`src/design/assert_macros.svh`:
```
// assert_macros.svh: assertion macros shared by the single-wire bus master RTL
// depends on nothing; included by the modules that carry concurrent checks
`ifndef ASSERT_MACROS_SVH
`define ASSERT_MACROS_SVH

// same-cycle implication, disabled during reset
`define SWBM_ASSERT_IMPL(label, clk, rst, ante, cons, msg) \
   label: assert property (@(posedge clk) disable iff (rst) (ante) |-> (cons)) \
      else $error(msg);

// next-cycle implication, disabled during reset
`define SWBM_ASSERT_NEXT(label, clk, rst, ante, cons, msg) \
   label: assert property (@(posedge clk) disable iff (rst) (ante) |=> (cons)) \
      else $error(msg);

`endif

```
`src/design/swbm_pkg.sv`:
```
// swbm_pkg: types, codes and constants of the single-wire bus master
// depends on nothing; imported by every other design file except assert_macros.svh
`default_nettype none

package swbm_pkg;

   localparam int TICK_W    = 10;
   localparam int BYTE_W    = 8;
   localparam int MODE_W    = 2;
   localparam int BIT_IDX_W = 3;
   localparam int REG_IDX_W = 3;

   // command codes
   localparam logic [MODE_W-1:0] CMD_RESET = 2'd0;
   localparam logic [MODE_W-1:0] CMD_WRITE = 2'd1;
   localparam logic [MODE_W-1:0] CMD_READ  = 2'd2;

   // register indexes
   localparam logic [REG_IDX_W-1:0] REG_RESET_LOW    = 3'd0;
   localparam logic [REG_IDX_W-1:0] REG_PRES_SAMPLE  = 3'd1;
   localparam logic [REG_IDX_W-1:0] REG_RESET_RECOV  = 3'd2;
   localparam logic [REG_IDX_W-1:0] REG_WR1_LOW      = 3'd3;
   localparam logic [REG_IDX_W-1:0] REG_WR1_HIGH     = 3'd4;
   localparam logic [REG_IDX_W-1:0] REG_WR0_LOW      = 3'd5;
   localparam logic [REG_IDX_W-1:0] REG_WR0_HIGH     = 3'd6;
   localparam logic [REG_IDX_W-1:0] REG_READ_LOW     = 3'd7;

   // register reset values
   localparam logic [TICK_W-1:0] RST_RESET_LOW   = 10'd480;
   localparam logic [TICK_W-1:0] RST_PRES_SAMPLE = 10'd70;
   localparam logic [TICK_W-1:0] RST_RESET_RECOV = 10'd410;
   localparam logic [TICK_W-1:0] RST_WR1_LOW     = 10'd6;
   localparam logic [TICK_W-1:0] RST_WR1_HIGH    = 10'd64;
   localparam logic [TICK_W-1:0] RST_WR0_LOW     = 10'd60;
   localparam logic [TICK_W-1:0] RST_WR0_HIGH    = 10'd10;
   localparam logic [TICK_W-1:0] RST_READ_LOW    = 10'd6;

   // fixed read slot timing
   localparam logic [TICK_W-1:0] READ_SAMPLE_DELAY = 10'd9;
   localparam logic [TICK_W-1:0] READ_SLOT_REST    = 10'd55;

   typedef enum logic [8:0] {
      PH_IDLE      = 9'b000000001,
      PH_RST_LOW   = 9'b000000010,
      PH_RST_WAIT  = 9'b000000100,
      PH_RST_RECOV = 9'b000001000,
      PH_WR_LOW    = 9'b000010000,
      PH_WR_HIGH   = 9'b000100000,
      PH_RD_LOW    = 9'b001000000,
      PH_RD_WAIT   = 9'b010000000,
      PH_RD_REST   = 9'b100000000
   } phase_type;

   typedef struct packed {
      logic [TICK_W-1:0] reset_low_time;
      logic [TICK_W-1:0] presence_sample_time;
      logic [TICK_W-1:0] reset_recovery_time;
      logic [TICK_W-1:0] write_one_low_time;
      logic [TICK_W-1:0] write_one_high_time;
      logic [TICK_W-1:0] write_zero_low_time;
      logic [TICK_W-1:0] write_zero_high_time;
      logic [TICK_W-1:0] read_low_time;
   } cfg_type;

   typedef struct packed {
      logic              line_level;
      logic              start_req;
      logic [MODE_W-1:0] mode;
      logic [BYTE_W-1:0] write_byte;
   } req_word_type;

   typedef struct packed {
      logic              drive_low;
      logic              busy_res;
      logic              done_res;
      logic              presence;
      logic              idle_fault;
      logic [BYTE_W-1:0] read_byte;
   } rsp_word_type;

endpackage

`default_nettype wire

```
`src/design/swbm_ifs.sv`:
```
// swbm_ifs: valid/ready channel interfaces for request and response words
// depends on swbm_pkg for field widths
`default_nettype none

interface swbm_req_if import swbm_pkg::*; ();
   logic              valid;
   logic              ready;
   logic              line_level;
   logic              start_req;
   logic [MODE_W-1:0] mode;
   logic [BYTE_W-1:0] write_byte;

   modport source (output valid, output line_level, output start_req, output mode,
                   output write_byte, input ready);
   modport sink   (input valid, input line_level, input start_req, input mode,
                   input write_byte, output ready);
endinterface

interface swbm_rsp_if import swbm_pkg::*; ();
   logic              valid;
   logic              ready;
   logic              drive_low;
   logic              busy_res;
   logic              done_res;
   logic              presence;
   logic              idle_fault;
   logic [BYTE_W-1:0] read_byte;

   modport source (output valid, output drive_low, output busy_res, output done_res,
                   output presence, output idle_fault, output read_byte, input ready);
   modport sink   (input valid, input drive_low, input busy_res, input done_res,
                   input presence, input idle_fault, input read_byte, output ready);
endinterface

`default_nettype wire

```
`src/design/swbm_cfg.sv`:
```
// swbm_cfg: timing register file of the single-wire bus master
// depends on swbm_pkg for register indexes and reset values
`default_nettype none

module swbm_cfg import swbm_pkg::*; (
   input  wire logic                 clock,
   input  wire logic                 reset,
   input  wire logic                 csr_we,
   input  wire logic [REG_IDX_W-1:0] csr_index,
   input  wire logic [TICK_W-1:0]    csr_wdata,
   output cfg_type                   cfg
);

   cfg_type cfg_ff;
   cfg_type cfg_in;

   always_comb begin
      cfg_in = cfg_ff;
      if (csr_we) begin
         unique case (csr_index)
            REG_RESET_LOW:   cfg_in.reset_low_time       = csr_wdata;
            REG_PRES_SAMPLE: cfg_in.presence_sample_time = csr_wdata;
            REG_RESET_RECOV: cfg_in.reset_recovery_time  = csr_wdata;
            REG_WR1_LOW:     cfg_in.write_one_low_time   = csr_wdata;
            REG_WR1_HIGH:    cfg_in.write_one_high_time  = csr_wdata;
            REG_WR0_LOW:     cfg_in.write_zero_low_time  = csr_wdata;
            REG_WR0_HIGH:    cfg_in.write_zero_high_time = csr_wdata;
            REG_READ_LOW:    cfg_in.read_low_time        = csr_wdata;
            default:         cfg_in = cfg_ff;
         endcase
      end
   end

   always_ff @(posedge clock) begin
      if (reset) begin
         cfg_ff.reset_low_time       <= RST_RESET_LOW;
         cfg_ff.presence_sample_time <= RST_PRES_SAMPLE;
         cfg_ff.reset_recovery_time  <= RST_RESET_RECOV;
         cfg_ff.write_one_low_time   <= RST_WR1_LOW;
         cfg_ff.write_one_high_time  <= RST_WR1_HIGH;
         cfg_ff.write_zero_low_time  <= RST_WR0_LOW;
         cfg_ff.write_zero_high_time <= RST_WR0_HIGH;
         cfg_ff.read_low_time        <= RST_READ_LOW;
      end else begin
         cfg_ff <= cfg_in;
      end
   end

   assign cfg = cfg_ff;

endmodule

`default_nettype wire

```
`src/design/swbm_step.sv`:
```
// swbm_step: bus sequencer state and the per-tick next-state and result logic
// depends on swbm_pkg and assert_macros.svh
`default_nettype none

`include "assert_macros.svh"

module swbm_step import swbm_pkg::*; #(
   parameter logic [TICK_W-1:0] SAMPLE_DELAY = READ_SAMPLE_DELAY,
   parameter logic [TICK_W-1:0] SLOT_REST    = READ_SLOT_REST
) (
   input  wire logic          clock,
   input  wire logic          reset,
   input  wire logic          step_en,
   input  wire req_word_type  word,
   input  wire cfg_type       cfg,
   output rsp_word_type       result
);

   phase_type             phase_ff, phase_in;
   logic [TICK_W-1:0]     timer_ff, timer_in;
   logic [BIT_IDX_W-1:0]  bit_ff, bit_in;
   logic [BYTE_W-1:0]     shift_ff, shift_in;
   logic                  pres_ff, pres_in;

   logic [BIT_IDX_W-1:0]  bit_next;
   logic                  expired;
   logic                  done, fault, pres_out;
   logic [BYTE_W-1:0]     rbyte_out;

   assign bit_next = bit_ff + 3'd1;
   assign expired  = (timer_ff <= 10'd1);

   always_comb begin
      phase_in  = phase_ff;
      timer_in  = timer_ff;
      bit_in    = bit_ff;
      shift_in  = shift_ff;
      pres_in   = pres_ff;
      done      = 1'b0;
      fault     = 1'b0;
      pres_out  = 1'b0;
      rbyte_out = '0;
      if (phase_ff == PH_IDLE) begin
         if (word.start_req) begin
            unique case (word.mode)
               CMD_RESET: begin
                  pres_in = 1'b0;
                  if (!word.line_level) begin
                     done  = 1'b1;
                     fault = 1'b1;
                  end else begin
                     phase_in = PH_RST_LOW;
                     timer_in = cfg.reset_low_time;
                  end
               end
               CMD_WRITE: begin
                  shift_in = word.write_byte;
                  bit_in   = '0;
                  phase_in = PH_WR_LOW;
                  timer_in = word.write_byte[0] ? cfg.write_one_low_time
                                                : cfg.write_zero_low_time;
               end
               CMD_READ: begin
                  shift_in = '0;
                  bit_in   = '0;
                  phase_in = PH_RD_LOW;
                  timer_in = cfg.read_low_time;
               end
               // unused mode leaves the master idle
               default: ;
            endcase
         end
      end else if (!expired) begin
         timer_in = timer_ff - 10'd1;
      end else begin
         unique case (phase_ff)
            PH_RST_LOW: begin
               phase_in = PH_RST_WAIT;
               timer_in = cfg.presence_sample_time;
            end
            PH_RST_WAIT: begin
               pres_in  = !word.line_level;
               phase_in = PH_RST_RECOV;
               timer_in = cfg.reset_recovery_time;
            end
            PH_RST_RECOV: begin
               // a line still held low after recovery voids the presence
               pres_out = pres_ff & word.line_level;
               pres_in  = pres_out;
               phase_in = PH_IDLE;
               timer_in = '0;
               done     = 1'b1;
            end
            PH_WR_LOW: begin
               phase_in = PH_WR_HIGH;
               timer_in = shift_ff[bit_ff] ? cfg.write_one_high_time
                                           : cfg.write_zero_high_time;
            end
            PH_WR_HIGH: begin
               if (bit_ff == 3'd7) begin
                  phase_in = PH_IDLE;
                  timer_in = '0;
                  done     = 1'b1;
               end else begin
                  bit_in   = bit_next;
                  phase_in = PH_WR_LOW;
                  timer_in = shift_ff[bit_next] ? cfg.write_one_low_time
                                                : cfg.write_zero_low_time;
               end
            end
            PH_RD_LOW: begin
               phase_in = PH_RD_WAIT;
               timer_in = SAMPLE_DELAY;
            end
            PH_RD_WAIT: begin
               if (word.line_level) shift_in[bit_ff] = 1'b1;
               phase_in = PH_RD_REST;
               timer_in = SLOT_REST;
            end
            PH_RD_REST: begin
               if (bit_ff == 3'd7) begin
                  phase_in  = PH_IDLE;
                  timer_in  = '0;
                  done      = 1'b1;
                  rbyte_out = shift_ff;
               end else begin
                  bit_in   = bit_next;
                  phase_in = PH_RD_LOW;
                  timer_in = cfg.read_low_time;
               end
            end
            default: begin
               phase_in = PH_IDLE;
               timer_in = '0;
            end
         endcase
      end
   end

   always_ff @(posedge clock) begin
      if (reset) begin
         phase_ff <= PH_IDLE;
         timer_ff <= '0;
         bit_ff   <= '0;
         shift_ff <= '0;
         pres_ff  <= 1'b0;
      end else if (step_en) begin
         phase_ff <= phase_in;
         timer_ff <= timer_in;
         bit_ff   <= bit_in;
         shift_ff <= shift_in;
         pres_ff  <= pres_in;
      end
   end

   always_comb begin
      result.drive_low  = (phase_in == PH_RST_LOW) || (phase_in == PH_WR_LOW) ||
                          (phase_in == PH_RD_LOW);
      result.busy_res   = (phase_in != PH_IDLE);
      result.done_res   = done;
      result.presence   = pres_out;
      result.idle_fault = fault;
      result.read_byte  = rbyte_out;
   end

   `SWBM_ASSERT_NEXT(a_fault_stays_idle, clock, reset,
      step_en && phase_ff == PH_IDLE && word.start_req && word.mode == CMD_RESET &&
      !word.line_level,
      phase_ff == PH_IDLE, "reset refused on low idle line but sequencer left idle")
   `SWBM_ASSERT_NEXT(a_timer_counts_down, clock, reset,
      step_en && phase_ff != PH_IDLE && timer_ff > 10'd1,
      timer_ff == $past(timer_ff) - 10'd1 && phase_ff == $past(phase_ff),
      "phase timer did not count down by one")

endmodule

`default_nettype wire

```
`src/design/single_wire_bus_master.sv`:
```
// single_wire_bus_master: top level with input and result registers around the sequencer
// depends on swbm_pkg, swbm_ifs, swbm_cfg, swbm_step and assert_macros.svh
//
// Usage: each request word is one microsecond tick. It carries the sampled bus
// level and, while the master is idle, an optional command (reset, write byte,
// read byte). Every request word yields exactly one response word that holds
// the pull-down drive for the coming tick, busy, done and the command results.
// Timing registers are written through the csr_ port; the user must do so only while no
// tick is in flight, which the block itself does not enforce. A request word passes
// the input register, then the result register, before its response word is valid.
// Throughput: one tick per cycle while the receiver takes responses, since the sequencer
// handles a tick with one pass of next-state logic between the two registers. A new
// request is taken while a finished response still waits.
// Reset (synchronous, active high) empties both registers, returns the
// sequencer to idle and loads the default timing values.
// When the receiver stalls, the response register holds its word, the input
// register holds one more, and the request side is then back-pressured.
`default_nettype none

`include "assert_macros.svh"

module single_wire_bus_master import swbm_pkg::*; #(
   parameter logic [TICK_W-1:0] SAMPLE_DELAY = READ_SAMPLE_DELAY,
   parameter logic [TICK_W-1:0] SLOT_REST    = READ_SLOT_REST
) (
   input  wire logic                 clock,
   input  wire logic                 reset,
   swbm_req_if.sink                  req_ch,
   swbm_rsp_if.source                rsp_ch,
   input  wire logic                 csr_we,
   input  wire logic [REG_IDX_W-1:0] csr_index,
   input  wire logic [TICK_W-1:0]    csr_wdata
);

   cfg_type      cfg;
   req_word_type in_word_ff;
   logic         in_valid_ff, in_valid_in;
   rsp_word_type rsp_word_ff;
   rsp_word_type step_result;
   logic         rsp_valid_ff, rsp_valid_in;
   logic         advance;
   logic         req_take;

   swbm_cfg u_cfg (
      .clock     (clock),
      .reset     (reset),
      .csr_we    (csr_we),
      .csr_index (csr_index),
      .csr_wdata (csr_wdata),
      .cfg       (cfg)
   );

   swbm_step #(
      .SAMPLE_DELAY (SAMPLE_DELAY),
      .SLOT_REST    (SLOT_REST)
   ) u_step (
      .clock   (clock),
      .reset   (reset),
      .step_en (advance),
      .word    (in_word_ff),
      .cfg     (cfg),
      .result  (step_result)
   );

   // a word moves into the result register when that register is free or drains
   assign advance      = in_valid_ff && (!rsp_valid_ff || rsp_ch.ready);
   assign req_ch.ready = !in_valid_ff || advance;
   assign req_take     = req_ch.valid && req_ch.ready;
   assign in_valid_in  = req_take || (in_valid_ff && !advance);
   assign rsp_valid_in = advance || (rsp_valid_ff && !rsp_ch.ready);

   always_ff @(posedge clock) begin
      if (reset) begin
         in_valid_ff  <= 1'b0;
         rsp_valid_ff <= 1'b0;
      end else begin
         in_valid_ff  <= in_valid_in;
         rsp_valid_ff <= rsp_valid_in;
      end
   end

   always_ff @(posedge clock) begin
      if (req_take) begin
         in_word_ff.line_level <= req_ch.line_level;
         in_word_ff.start_req  <= req_ch.start_req;
         in_word_ff.mode       <= req_ch.mode;
         in_word_ff.write_byte <= req_ch.write_byte;
      end
      if (advance) rsp_word_ff <= step_result;
   end

   assign rsp_ch.valid      = rsp_valid_ff;
   assign rsp_ch.drive_low  = rsp_word_ff.drive_low;
   assign rsp_ch.busy_res   = rsp_word_ff.busy_res;
   assign rsp_ch.done_res   = rsp_word_ff.done_res;
   assign rsp_ch.presence   = rsp_word_ff.presence;
   assign rsp_ch.idle_fault = rsp_word_ff.idle_fault;
   assign rsp_ch.read_byte  = rsp_word_ff.read_byte;

   `SWBM_ASSERT_NEXT(a_held_word_kept, clock, reset,
      in_valid_ff && !advance, in_valid_ff && $stable(in_word_ff),
      "input word lost while result register was stalled")
   `SWBM_ASSERT_IMPL(a_done_not_busy, clock, reset,
      rsp_valid_ff && rsp_word_ff.done_res, !rsp_word_ff.busy_res && !rsp_word_ff.drive_low,
      "done word reports the bus still busy")

endmodule

`default_nettype wire

```
`src/flat_wrapper.sv`:
```
// flat-port wrapper written by rule: the top's interface ports become plain ports
module single_wire_bus_master_flat import swbm_pkg::*;
#(
   parameter logic [TICK_W-1:0] SAMPLE_DELAY = READ_SAMPLE_DELAY,
   parameter logic [TICK_W-1:0] SLOT_REST    = READ_SLOT_REST
)
  (clock, reset, csr_we, csr_index, csr_wdata, req_ch_valid, req_ch_line_level, req_ch_start_req, req_ch_mode, req_ch_write_byte, req_ch_ready, rsp_ch_valid, rsp_ch_drive_low, rsp_ch_busy_res, rsp_ch_done_res, rsp_ch_presence, rsp_ch_idle_fault, rsp_ch_read_byte, rsp_ch_ready);
  swbm_req_if req_ch_i ();
  swbm_rsp_if rsp_ch_i ();
  input  wire logic clock;
  input  wire logic reset;
  input  wire logic csr_we;
  input  wire logic [REG_IDX_W-1:0] csr_index;
  input  wire logic [TICK_W-1:0] csr_wdata;
  input wire logic [$bits(req_ch_i.valid)-1:0] req_ch_valid;
  input wire logic [$bits(req_ch_i.line_level)-1:0] req_ch_line_level;
  input wire logic [$bits(req_ch_i.start_req)-1:0] req_ch_start_req;
  input wire logic [$bits(req_ch_i.mode)-1:0] req_ch_mode;
  input wire logic [$bits(req_ch_i.write_byte)-1:0] req_ch_write_byte;
  output wire logic [$bits(req_ch_i.ready)-1:0] req_ch_ready;
  output wire logic [$bits(rsp_ch_i.valid)-1:0] rsp_ch_valid;
  output wire logic [$bits(rsp_ch_i.drive_low)-1:0] rsp_ch_drive_low;
  output wire logic [$bits(rsp_ch_i.busy_res)-1:0] rsp_ch_busy_res;
  output wire logic [$bits(rsp_ch_i.done_res)-1:0] rsp_ch_done_res;
  output wire logic [$bits(rsp_ch_i.presence)-1:0] rsp_ch_presence;
  output wire logic [$bits(rsp_ch_i.idle_fault)-1:0] rsp_ch_idle_fault;
  output wire logic [$bits(rsp_ch_i.read_byte)-1:0] rsp_ch_read_byte;
  input wire logic [$bits(rsp_ch_i.ready)-1:0] rsp_ch_ready;
  assign req_ch_i.valid = req_ch_valid;
  assign req_ch_i.line_level = req_ch_line_level;
  assign req_ch_i.start_req = req_ch_start_req;
  assign req_ch_i.mode = req_ch_mode;
  assign req_ch_i.write_byte = req_ch_write_byte;
  assign req_ch_ready = req_ch_i.ready;
  assign rsp_ch_valid = rsp_ch_i.valid;
  assign rsp_ch_drive_low = rsp_ch_i.drive_low;
  assign rsp_ch_busy_res = rsp_ch_i.busy_res;
  assign rsp_ch_done_res = rsp_ch_i.done_res;
  assign rsp_ch_presence = rsp_ch_i.presence;
  assign rsp_ch_idle_fault = rsp_ch_i.idle_fault;
  assign rsp_ch_read_byte = rsp_ch_i.read_byte;
  assign rsp_ch_i.ready = rsp_ch_ready;
  single_wire_bus_master #(.SAMPLE_DELAY(SAMPLE_DELAY), .SLOT_REST(SLOT_REST)) u_core (.clock(clock), .reset(reset), .req_ch(req_ch_i), .rsp_ch(rsp_ch_i), .csr_we(csr_we), .csr_index(csr_index), .csr_wdata(csr_wdata));
endmodule
```
`config.mk`:
```
export PLATFORM = sky130hd
export DESIGN_NAME = single_wire_bus_master_flat
export DESIGN_NICKNAME = d
export VERILOG_FILES = /design/src/design/swbm_pkg.sv /design/src/design/swbm_ifs.sv /design/src/design/swbm_cfg.sv /design/src/design/swbm_step.sv /design/src/design/single_wire_bus_master.sv /design/src/flat_wrapper.sv
export VERILOG_INCLUDE_DIRS = /design/src /design/src/design
export SDC_FILE = /design/constraint.sdc
export NUM_CORES = 1
export LEC_CHECK = 0
export BUFFER_PORTS_ARGS = -buffer_cell sky130_fd_sc_hd__clkbuf_2
export CORE_MARGIN = 2
export CORE_UTILIZATION = 50
export CTS_CLUSTER_DIAMETER = 200
export CTS_CLUSTER_SIZE = 24
export DETAILED_ROUTE_END_ITERATION = 6
export GPL_TIMING_DRIVEN = 0
export PLACE_DENSITY = 0.7
export SYNTH_ARGS = -nofsm -noshare
export SYNTH_HDL_FRONTEND = slang
export SYNTH_SLANG_ARGS = --single-unit
```
`constraint.sdc`:
```
create_clock -name clock -period 5.17 [get_ports clock]
set_input_delay 1.034 -clock clock [delete_from_list [all_inputs] [get_ports clock]]
set_output_delay 1.034 -clock clock [all_outputs]
set_load 0.1 [all_outputs]
```
==> summary.txt, run 1 <==
Timing
  – Worst-margin pin slew: 1170 ps
  – Final period util: 70.6%
  – Final-report hold violation count: 0
  – Final min period: 3650 ps
  – RSZ-0062 raised after global routing: false
  – Max-slew violations: 0
  – Slew headroom: about a fifth
  – Setup TNS: 0 ps
  – Fmax achieved: around 270 MHz
  – Hold WS: 454 ps
  – Final setup vio count: 0
  – Clock Skew: around 9.1 ps
  – Final WS setup: 1520 ps

Route
  – Vias/cell: around 6.0
  – Total routed wirelength: just over 20000 µm
  – Antenna Nets Post-Route: 0
  – Routed len/inst: approximately 19 µm
  – Drt drc: 0
  – DRT iter0 DRCs: about 660
  – Drt pass-1 iters: 5
  – Vias: about 6500

Critical path
  – Critical Path Slowest Stage Cell: nor3_1
  – CP required: between 5000 and 6000 ps
  – Critical Path Max Stage Delay: 840 ps
  – Kind of end point of the critical path: register
  – Critical-path cell list: ha_1 -> ha_1 -> or4b_2 -> nor3_1 -> clkbuf_1 -> a22oi_1 -> o211ai_1 -> a21oi_1 -> o21ai_0
  – CP bufs+invs: 1
  – Setup crit start kind: register
  – Family with the most delay on the worst path: simple AND/OR/NAND/NOR gates
  – Data arrival, critical path: approximately 4000 ps
  – Crit path top cell by count: ha_1
  – Maximum fanout along the worst path: 10
  – Worst reg2reg setup slack: 1520 ps
  – Setup CP Type: reg -> reg

Die
  – Ports: 45
  – Row cnt: 43
  – Chip height: between 100 and 150 µm
  – Initial Util: 50.7%
  – Die W: about 120 µm
  – Floorplan core area: between 10000 and 15000 µm²
  – Full die area: about 15000 µm²

Synth
  – Mapped Area: 6980 µm²
  – Yosys reg bits: about 140
  – Syn avg cell area: 8.35 µm²
  – Post-synth EDFFs: 25
  – Cell taking the most area after synthesis: dfxtp_1
  – Yosys top cell area share: approximately a third
  – Async SR Flop Fraction: 0%
  – Count leader, synth: nand2_1
  – Sequential-to-total area share from yosys stat: a little over two fifths
  – Top cells by count, synth: nand2_1, dfxtp_1, a21oi_1
  – Cells after synthesis: 836
  – Syn Nets: between 800 and 900
  – Library cells used by synthesis: roughly 60
  – Synth top area cells: dfxtp_1, edfxtp_1, nand2_1, a21oi_1, mux2i_1
  – Dominant synthesized flop cell: dfxtp_1
  – Ys Warns: 0

Run status
  – Status: finished clean

Pwr
  – Register share of total power: approximately two fifths
  – Pwr dens: between 300 and 400 nW/µm²
  – Overall power: approximately 3000 µW
  – P_leak: between 0.002 and 0.003 µW
  – Comb power frac: 17.9%
  – Clock power frac: 42.2%
  – Net Sw Frac: about 29%
  – VDD IR max: around 0.00028 V
  – Switching Power: around 860 µW
  – Pint: a little over 2000 µW

Place
  – Dpl ws: ~1700 ps
  – Buffers added on ports: 29
  – HPWL Detailed: 14400 µm
  – Final GP Congestion: ~1
  – Post-Place Cell Area: around 7400 µm²

Clock tree
  – Post-CTS setup buffers: 0
  – CTS tree: done
  – Post-CTS sizing: 0
  – CTS H-Tree Depth: 4
  – Skew-Pair Late Insertion Delay: between 400 and 500 ps
  – CTS Buffer Depth: 2
  – CTS root buf: clkbuf_16
  – Reg clk slew, reported paths: about 60 ps
  – Num CTS Buffers: 17
  – Cts hold-fix bufs: 0
  – CTS sink count: 138

GRT
  – Gr usage total: 29.0%
  – Initial antenna violation count: 0
  – First-pass GRT wire length: between 30000 and 40000 µm
  – Number of global-route vias before repair: between 6000 and 7000
  – Largest net degree at the start of global routing: 20
  – GRT overflow: 0

Final layout
  – Final #Nets: approximately 900
  – Filler instances: 1311
  – Layout cells sized above 1: ~11%
  – Final instance area: roughly 8000 µm²
  – P&R area growth vs syn: 14.1%
  – Number of diodes: 0

Hold path
  – Worst Hold Class: reg -> reg

Job
  – Max-cap violations: 0
-- power groups by stage --
stage          Sequential, µW  Clock, µW  Combinational [µW]
6_report                 1170       1240                 525
5_1_grt                  1170       1290                 568
4_1_cts                  1170       1250                 513
3_5_place_dp             1190          0                 510
3_3_place_gp             1190          0                 508
2_1_floorplan            1230          0                 334
-- final timing paths --
check	to	startpoint	cells past startpoint
worst max-delay path	u_core.u_step.timer_ff[8]	u_core.u_step.bit_ff[1]	9
worst min-delay path	u_core.u_cfg.cfg[33]	u_core.u_cfg.cfg[33]	2
worst max register to register	u_core.u_step.timer_ff[8]	u_core.u_step.bit_ff[1]	9
worst min register to register	u_core.u_cfg.cfg[33]	u_core.u_cfg.cfg[33]	2
-- layer usage --
metal / track usage (%) / vias up / share of wire, %
li1: - / 3083 / -
met3: 6.46 / 58 / 8.6
met2: 44.9 / 319 / 45
met4: 14.3 / 0 / 4.1
met5: 0 / - / 0
met1: 38.3 / 3030 / 43
-- cell usage in the layout (no fill, tap or decap), drive strengths merged, types with 6 or more instances in the layout --
cell type / count
mux2: 15
and2: 11
o21ai: 36
nor4: 7
clkbuf: 106
a211oi: 14
nand3b: 20
nand2: 164
nand4: 8
a21oi: 89
a22oi: 16
nor2: 62
edfxtp: 25
nor2b: 10
o211ai: 7
buf: 10
ha: 8
nor3: 33
inv: 13
dfxtp: 113
nand3: 7
or4: 6
nand2b: 10
mux2i: 27
-- through the flow --
stage	utilization, %	cells
2_1_floorplan	-	836
3_3_place_gp	53.3	1045
3_5_place_dp	53.4	1045
4_1_cts	57.8	1077
5_1_grt	57.8	1077
6_report	57.8	1077
-- flip-flops by register name, indices dropped and copies added (netlist names), 3 cells and up --
register / flops
u_core.in_word_ff: 12
u_core.u_cfg.cfg: 80
u_core.rsp_ch.read_byte: 8
u_core.u_step.bit_ff: 3
u_core.u_step.timer_ff: 10
u_core.u_step.shift_ff: 8
u_core.u_step.phase_ff: 9
-- worst min-delay path, delay by kind of cell (launching register included) --
family	cells	cell delay (ps)
AOI/OAI and AO/OA	1	50
DFF	1	310
and+or+nand+nor	1	50
-- cell families after synthesis --
logic type,after synthesis,synth area share [%]
compound gates,200,17.5
xor+xnor,5,0.628
fa+ha+maj,8,1.43
buf+inv,73,4.09
flops,138,43.2
mux,46,7.59
simple gates,366,25.6
-- final cells by class --
type,instances,area (µm²),area share (%)
plain buffers,63,248,3.11
clock buffers,24,534,6.71
clock inverters,8,76.3,0.959
inverters,10,37.5,0.471
multi-input cells,625,3680,46.3
flip-flops and latches,138,3010,37.8
well taps,180,225,2.83
repair buffers,29,145,1.82
No activity file was read; power rests on OpenSTA's default activity.
==> run 2: changes to the inputs <==
ABC_AREA = 1   (was default)
clock period = 3.8 ns   (was 5.17 ns; I/O delays follow)
==> summary.txt, run 2 <==
Pwr
  – Pint: 2740 µW (+32%)
  – Comb power frac: 19.0% (+1.1 points)
  – Pwr dens: 486 nW/µm² (+32%)
  – P_leak: 0.00365 µW (+24%)
  – Switching Power: 1200 µW (+40%)
  – VDD IR max: 0.000330 V (+17%)
  – Clock power frac: 40.3% (-1.9 points)
  – Register share of total power: 40.7% (+0.8 points)
  – Net Sw Frac: 30.5% (+1.3 points)

Synth
  – Count leader, synth: nand2_1
  – Ys Warns: 0 (unchanged)
  – Synth top area cells: dfxtp_1, nand2_1, edfxtp_1, o21ai_0, nor2_1
  – Cell taking the most area after synthesis: dfxtp_1
  – Syn Nets: 1052 (+20%)
  – Main combinational cell family by area after synthesis: simple AND/OR/NAND/NOR gates
  – Post-synthesis xor/xnor area fraction: 0.369% (-0.26 points)
  – Post-synthesis adder-cell area fraction: 1.41% (-0.028 points)
  – Library cells used by synthesis: 40 (-32%)
  – Yosys top cell area share: 31.8% (-0.63 points)
  – Post-synth EDFFs: 25 (unchanged)
  – Mux share of post-synthesis cell area: 0% (-7.6 points)
  – Yosys reg bits: 138 (unchanged)
  – Async SR Flop Fraction: 0% (unchanged)
  – Mapped Area: 7120 µm² (+2.0%)
  – Syn avg cell area: 7.02 µm² (-16%)
  – Share of the synthesized area in compound gates (AO/OA/AOI/OAI): 19.4% (+1.9 points)
  – Top cells by count, synth: nand2_1, nor2_1, inv_1
  – Dominant synthesized flop cell: dfxtp_1
  – Sequential-to-total area share from yosys stat: 42.3% (-0.84 points)
  – Simple-gate share of the synthesized area: 26.8% (+1.2 points)
  – Cells after synthesis: 1014 (+21%)

Critical path
  – Setup crit start kind: input port
  – Data arrival, critical path: 2790 ps (-1210 ps)
  – Crit path top cell by count: nand2_1
  – CP required: 4120 ps (-1400 ps)
  – Kind of end point of the critical path: register
  – Worst reg2reg setup slack: 1380 ps (-140 ps)
  – Family with the most delay on the worst path: buffers and inverters
  – Critical-path cell list: clkbuf_2 -> inv_1 -> nand2_1 -> nand2_1 -> inv_1 -> o21ai_0 -> inv_1 -> nand2_1 -> nor3_4 -> buf_6 -> nand2_1 -> nand2_1 -> nor2_1
  – Critical Path Max Stage Delay: 500 ps (-340 ps)
  – CP bufs+invs: 5 (+4)
  – Setup CP Type: in -> reg
  – Critical Path Slowest Stage Cell: inv_1
  – Maximum fanout along the worst path: 18 (+8)

Die
  – Initial Util: 51.3% (+0.61 points)
  – Floorplan core area: 13900 µm² (+0.78%)
  – Ports: 45 (unchanged)
  – Chip height: 123 µm (+0.96%)
  – Die W: 123 µm (+0.96%)
  – Full die area: 15200 µm² (+1.9%)
  – Row cnt: 43 (unchanged)

Clock tree
  – Reg clk slew, reported paths: 60 ps (about the same)
  – Post-CTS sizing: 0 (unchanged)
  – CTS tree: done
  – CTS sink count: 138 (unchanged)
  – Cts hold-fix bufs: 0 (unchanged)
  – CTS Buffer Depth: 2 (unchanged)
  – Post-CTS setup buffers: 0 (unchanged)
  – CTS root buf: clkbuf_16
  – Num CTS Buffers: 17 (unchanged)
  – CTS H-Tree Depth: 4 (unchanged)
  – Skew-Pair Late Insertion Delay: 430 ps (about the same)

Final layout
  – Final #Nets: 1112 (+21%)
  – Filler instances: 1326 (+1.1%)
  – Multi-input logic area: 3410 µm² (-7.3%)
  – Most common cell after layout, fill and taps aside: nand2_1
  – Layout cells sized above 1: 10.7% (-0.36 points)
  – Most frequent cells in the layout: nand2_1, nor2_1, inv_1
  – P&R area growth vs syn: 14.0%
  – Number of diodes: 0 (unchanged)
  – Sequential cell area: 3010 µm² (unchanged)
  – Max reg flops: 80 (unchanged)

Timing
  – RSZ-0062 raised after global routing: false
  – Fmax achieved: 405 MHz
  – Final period util: between 60 and 70%
  – Setup TNS: 0 ps (unchanged)
  – Final setup vio count: 0 (unchanged)
  – Final-report hold violation count: 0 (unchanged)
  – Final min period: 2470 ps
  – Clock Skew: 7.04 ps (-2.02 ps)
  – Worst-margin pin slew: 781 ps (-391 ps)
  – Hold WS: 453 ps (-0.933 ps)
  – Max-slew violations: 0 (unchanged)
  – Slew headroom: 47.9% (+27 points)

Hold path
  – Worst Hold Class: reg -> reg

Place
  – Buffers added on ports: 41 (+41%)
  – HPWL Detailed: 15000 µm (+3.8%)
  – Final GP Congestion: 0.964 (-1.5%)

Route
  – DRT iter0 DRCs: 606 (-7.5%)
  – Routed len/inst: 16.2 µm (-16%)
  – Antenna Nets Post-Route: 0 (unchanged)
  – Vias/cell: 5.53 (-8.3%)
  – Drt drc: 0 (unchanged)
  – Drt pass-1 iters: 5 (unchanged)
  – Vias: 6999 (+7.8%)
  – Total routed wirelength: 20500 µm (-1.3%)

GRT
  – First-pass GRT wire length: 32500 µm (-0.38%)
  – Number of global-route vias before repair: 6350 (+5.0%)
  – Largest net degree at the start of global routing: 19 (-5.0%)
  – Gr usage total: 28.2% (-0.77 points)
  – GRT overflow: 0 (unchanged)
  – Initial antenna violation count: 0 (unchanged)

Job
  – Max-cap violations: 0 (unchanged)

Run status
  – Status: finished clean
-- run 2: cell types whose count changed after synthesis, sizes merged, moves of 27 or more --
cell / change
nand2: +49
nor2: +82
inv: +122
nand3: +55
clkbuf: -27
o21ai: +79
mux2i: -27
-- run 2: through the flow --
stage | cells | total power [µW] | worst slack [ps] | instance area (µm²) | util [%]
final | 1266 | 3940 | 1330 | 8110 | 58.4
after global routing | 1266 | 4110 | 1150 | 8110 | 58.4
after CTS | 1266 | 3940 | 1340 | 8110 | 58.4
after detailed placement | 1235 | 2370 | 925 | 7550 | 54.4
after global placement | 1235 | 2360 | 990 | 7550 | 54.4
after floorplan | 1014 | 2170 | 1050 | 7120 | -
-- run 2: routing by layer --
metal	part of all wire [%]	wire [µm]	track usage (%)
met5	0	0	0
met4	4.0	812	13.1
met3	6.6	1350	5.90
met2	46	9350	45.0
met1	44	9000	36.7
-- run 2: cell type report --
cell class,count,area share [%]
buffer,38,2.28
clock buffer,26,6.56
clock inverter,5,0.386
inverter,134,6.23
multi-input combinational,704,42.1
sequential,138,37.2
tap,180,2.78
timing repair buffer,41,2.53
-- run 2: worst min-delay path, cell delays in order, from the launching register on --
cell,delay (ps)
dfxtp_1,320
nand2_1,50
nand3_1,50
-- run 2: power groups by stage --
stage	clock network, µW	registers, µW	logic [µW]
floorplan	0	1670	500
detailed placement	0	1630	736
CTS	1590	1600	743
finish	1590	1600	750
global placement	0	1630	730
global route	1670	1610	830
-- run 2: logic make-up (layout without fill, tap and decap cells) --
family          count (synthesis)  count (layout)
compound gates                253             253
xor+xnor                        3               3
fa+ha+maj                       8               8
buf+inv                       172             244
flops                         138             138
simple gates                  440             440
-- run 2: final timing paths --
check,cells past startpoint,startpoint,end
worst min-delay path,2,u_core.u_cfg.cfg[76],u_core.u_cfg.cfg[76]
worst max-delay path,13,rsp_ch_ready,u_core.u_step.shift_ff[7]
worst min register to register,2,u_core.u_cfg.cfg[76],u_core.u_cfg.cfg[76]
worst max register to register,10,u_core.u_step.bit_ff[0],u_core.u_step.timer_ff[3]
==> run 3: changes to the inputs <==
ABC_AREA = 0   (was 1)
clock period = 2.3 ns   (was 3.8 ns; I/O delays follow)
==> summary.txt, run 3 (synthesis results as in run 1) <==
Job
  – Max-cap violations: 0 (unchanged)

Critical path
  – Critical Path Max Stage Delay: 550 ps (+50 ps)
  – Worst reg2reg setup slack: -190 ps (-1570 ps)
  – CP bufs+invs: 1 (-4)
  – Critical path endpoint: u_core.rsp_ch.drive_low
  – Crit path top cell by count: or4_4
  – Family with the most delay on the worst path: simple AND/OR/NAND/NOR gates
  – Worst r2r src: u_core.u_step.timer_ff[5]
  – Worst path depth: 7 (-6)
  – Crit path launch: u_core.u_step.timer_ff[5]
  – Kind of end point of the critical path: register
  – Setup CP Type: reg -> reg
  – Setup crit start kind: register
  – Data arrival, critical path: 2670 ps (-120 ps)
  – CP required: 2480 ps (-1640 ps)
  – Critical-path cell list: or4_4 -> or4_4 -> buf_8 -> nor4b_4 -> o21ai_2 -> a211oi_2 -> a21oi_2
  – Maximum fanout along the worst path: 4 (-14)
  – Worst reg2reg path depth: 7 (-3)
  – Critical Path Slowest Stage Cell: or4_4
  – Reg2Reg Capture Point: u_core.rsp_ch.drive_low

Timing
  – RSZ-0062 raised after global routing: true
  – Max-slew violations: 0 (unchanged)
  – Final setup vio count: 33 (+33)
  – Final period util: 108%
  – Final WS setup: -187 ps (-1520 ps)
  – Slew headroom: 9.54% (-38 points)
  – Final-report hold violation count: 0 (unchanged)
  – Fmax achieved: slightly above 400 MHz
  – Final min period: ~2500 ps
  – Clock Skew: 6.54 ps (-0.501 ps)
  – Worst-margin pin slew: 1350 ps (+566 ps)

Clock tree
  – CTS tree: done
  – Num CTS Buffers: 17 (unchanged)
  – Skew-Pair Late Insertion Delay: 440 ps (about the same)
  – CTS root buf: clkbuf_16
  – CTS H-Tree Depth: 4 (unchanged)
  – Reg clk slew, reported paths: 60 ps (about the same)
  – CTS Buffer Depth: 2 (unchanged)
  – CTS sink count: 138 (unchanged)
  – Cts hold-fix bufs: 0 (unchanged)

Place
  – Dpl ws: -713 ps (-1640 ps)
  – HPWL Detailed: 14800 µm (-1.4%)
  – Post-Place Cell Area: 7420 µm² (-1.7%)
  – Final GP Congestion: 0.948 (-1.6%)
  – Buffers added on ports: 29 (-29%)

Die
  – Initial Util: 50.7% (-0.61 points)
  – Ports: 45 (unchanged)
  – Row cnt: 43 (unchanged)
  – Chip height: 122 µm (-0.95%)
  – Die W: 122 µm (-0.95%)
  – Floorplan core area: 13800 µm² (-0.78%)
  – Full die area: 14900 µm² (-1.9%)

Route
  – Vias: 6962 (-0.53%)
  – Antenna Nets Post-Route: 0 (unchanged)
  – Drt pass-1 iters: 5 (unchanged)
  – DRT iter0 DRCs: 828 (+37%)
  – Total routed wirelength: 23800 µm (+16%)
  – Vias/cell: 6.22 (+12%)
  – Drt drc: 0 (unchanged)
  – Routed len/inst: 21.2 µm (+31%)

Pwr
  – VDD IR max: 0.000503 V (+52%)
  – Overall power: 7260 µW (+85%)
  – Pwr dens: 797 nW/µm² (+64%)
  – P_leak: 0.00332 µW (-9.0%)

Final layout
  – Final #Nets: 965 (-13%)
  – Number of diodes: 0 (unchanged)
  – P&R area growth vs syn: 30.6%
  – Most common cell after layout, fill and taps aside: nand2_1
  – Filler instances: 1127 (-15%)
  – Final instance area: 9110 µm² (+12%)
  – Final Util: 66.1% (+7.7 points)
  – Layout cells sized above 1: 28.1% (+17 points)
  – Max reg flops: 80 (unchanged)
  – Most frequent cells in the layout: nand2_1, dfxtp_1, a21oi_1

Hold path
  – Worst Hold Class: in -> reg
  – Hold Path Depth: 1 (-1)

GRT
  – Gr usage total: 30.9% (+2.7 points)
  – Largest net degree at the start of global routing: 17 (-2)
  – Number of global-route vias before repair: 6401 (+0.80%)
  – First-pass GRT wire length: 34900 µm (+7.7%)
  – Initial antenna violation count: 0 (unchanged)
  – GRT overflow: 0 (unchanged)

Run status
  – Violated checks: setup timing
  – Status: complete, but fails checks
run 3: cell count changes in the layout (fill, tap and decap cells not counted), moves of 16 or more:
cell,change
nor3_1,+17
o211ai_1,-17
nor2_1,-75
inv_1,-120
o21ai_0,-90
a21oi_1,-18
nand2_1,-44
buf_4,+47
nand3b_1,+17
nand3_1,-55
mux2i_1,+16
run 3: worst min-delay path by stage:
stage                         startpoint                   end  slack, ps
floorplan           u_core.u_cfg.cfg[70]  u_core.u_cfg.cfg[70]        430
global placement    u_core.u_cfg.cfg[15]  u_core.u_cfg.cfg[15]        440
detailed placement  u_core.u_cfg.cfg[14]  u_core.u_cfg.cfg[14]        450
CTS                       req_ch_mode[1]  u_core.in_word_ff[9]        200
global route        req_ch_write_byte[7]  u_core.in_word_ff[7]        200
finish                    req_ch_mode[1]  u_core.in_word_ff[9]        200
run 3: area by class of cell:
type                    count  area [µm²]  share of cell area (%)
well taps                 180         225                    2.47
clock buffers              22         485                    5.33
repair buffers             82         578                    6.35
plain buffers              53         298                    3.27
multi-input cells         625        4340                    47.7
flip-flops and latches    138        3030                    33.2
clock inverters            10         113                    1.24
inverters                  10        41.3                   0.453
run 3: repair_timing:
item	4_1_cts	5_1_grt
buffers inserted	30	22
resized for setup	109	84
gates cloned	2	0
endpoints found under the setup margin	40	40
pin swaps	24	39
run 3: where the power goes:
group	switching [µW]	total [µW]	internal (µW)
Combinational	1090	1840	757
Clock	1070	2790	1720
Sequential	74.8	2640	2560
Total	2230	7260	5030
run 3: stage by stage:
step                      setup TNS, ps  instances  hold WS, ps
after floorplan                    -101        836          433
after global placement           -17510       1045          442
after detailed placement         -19280       1045          447
after CTS                         -2950       1101          199
after global routing              -3530       1120          197
final                             -1950       1120          200
run 3: metal layers:
metal	track usage (%)	up-vias	share of wire [%]	routed length (µm)
li1	-	3177	-	-
met1	39.8	3316	41	9830
met2	48.8	373	46	11000
met3	7.07	96	7.6	1810
met4	15.4	0	4.8	1140
met5	0	-	0	0
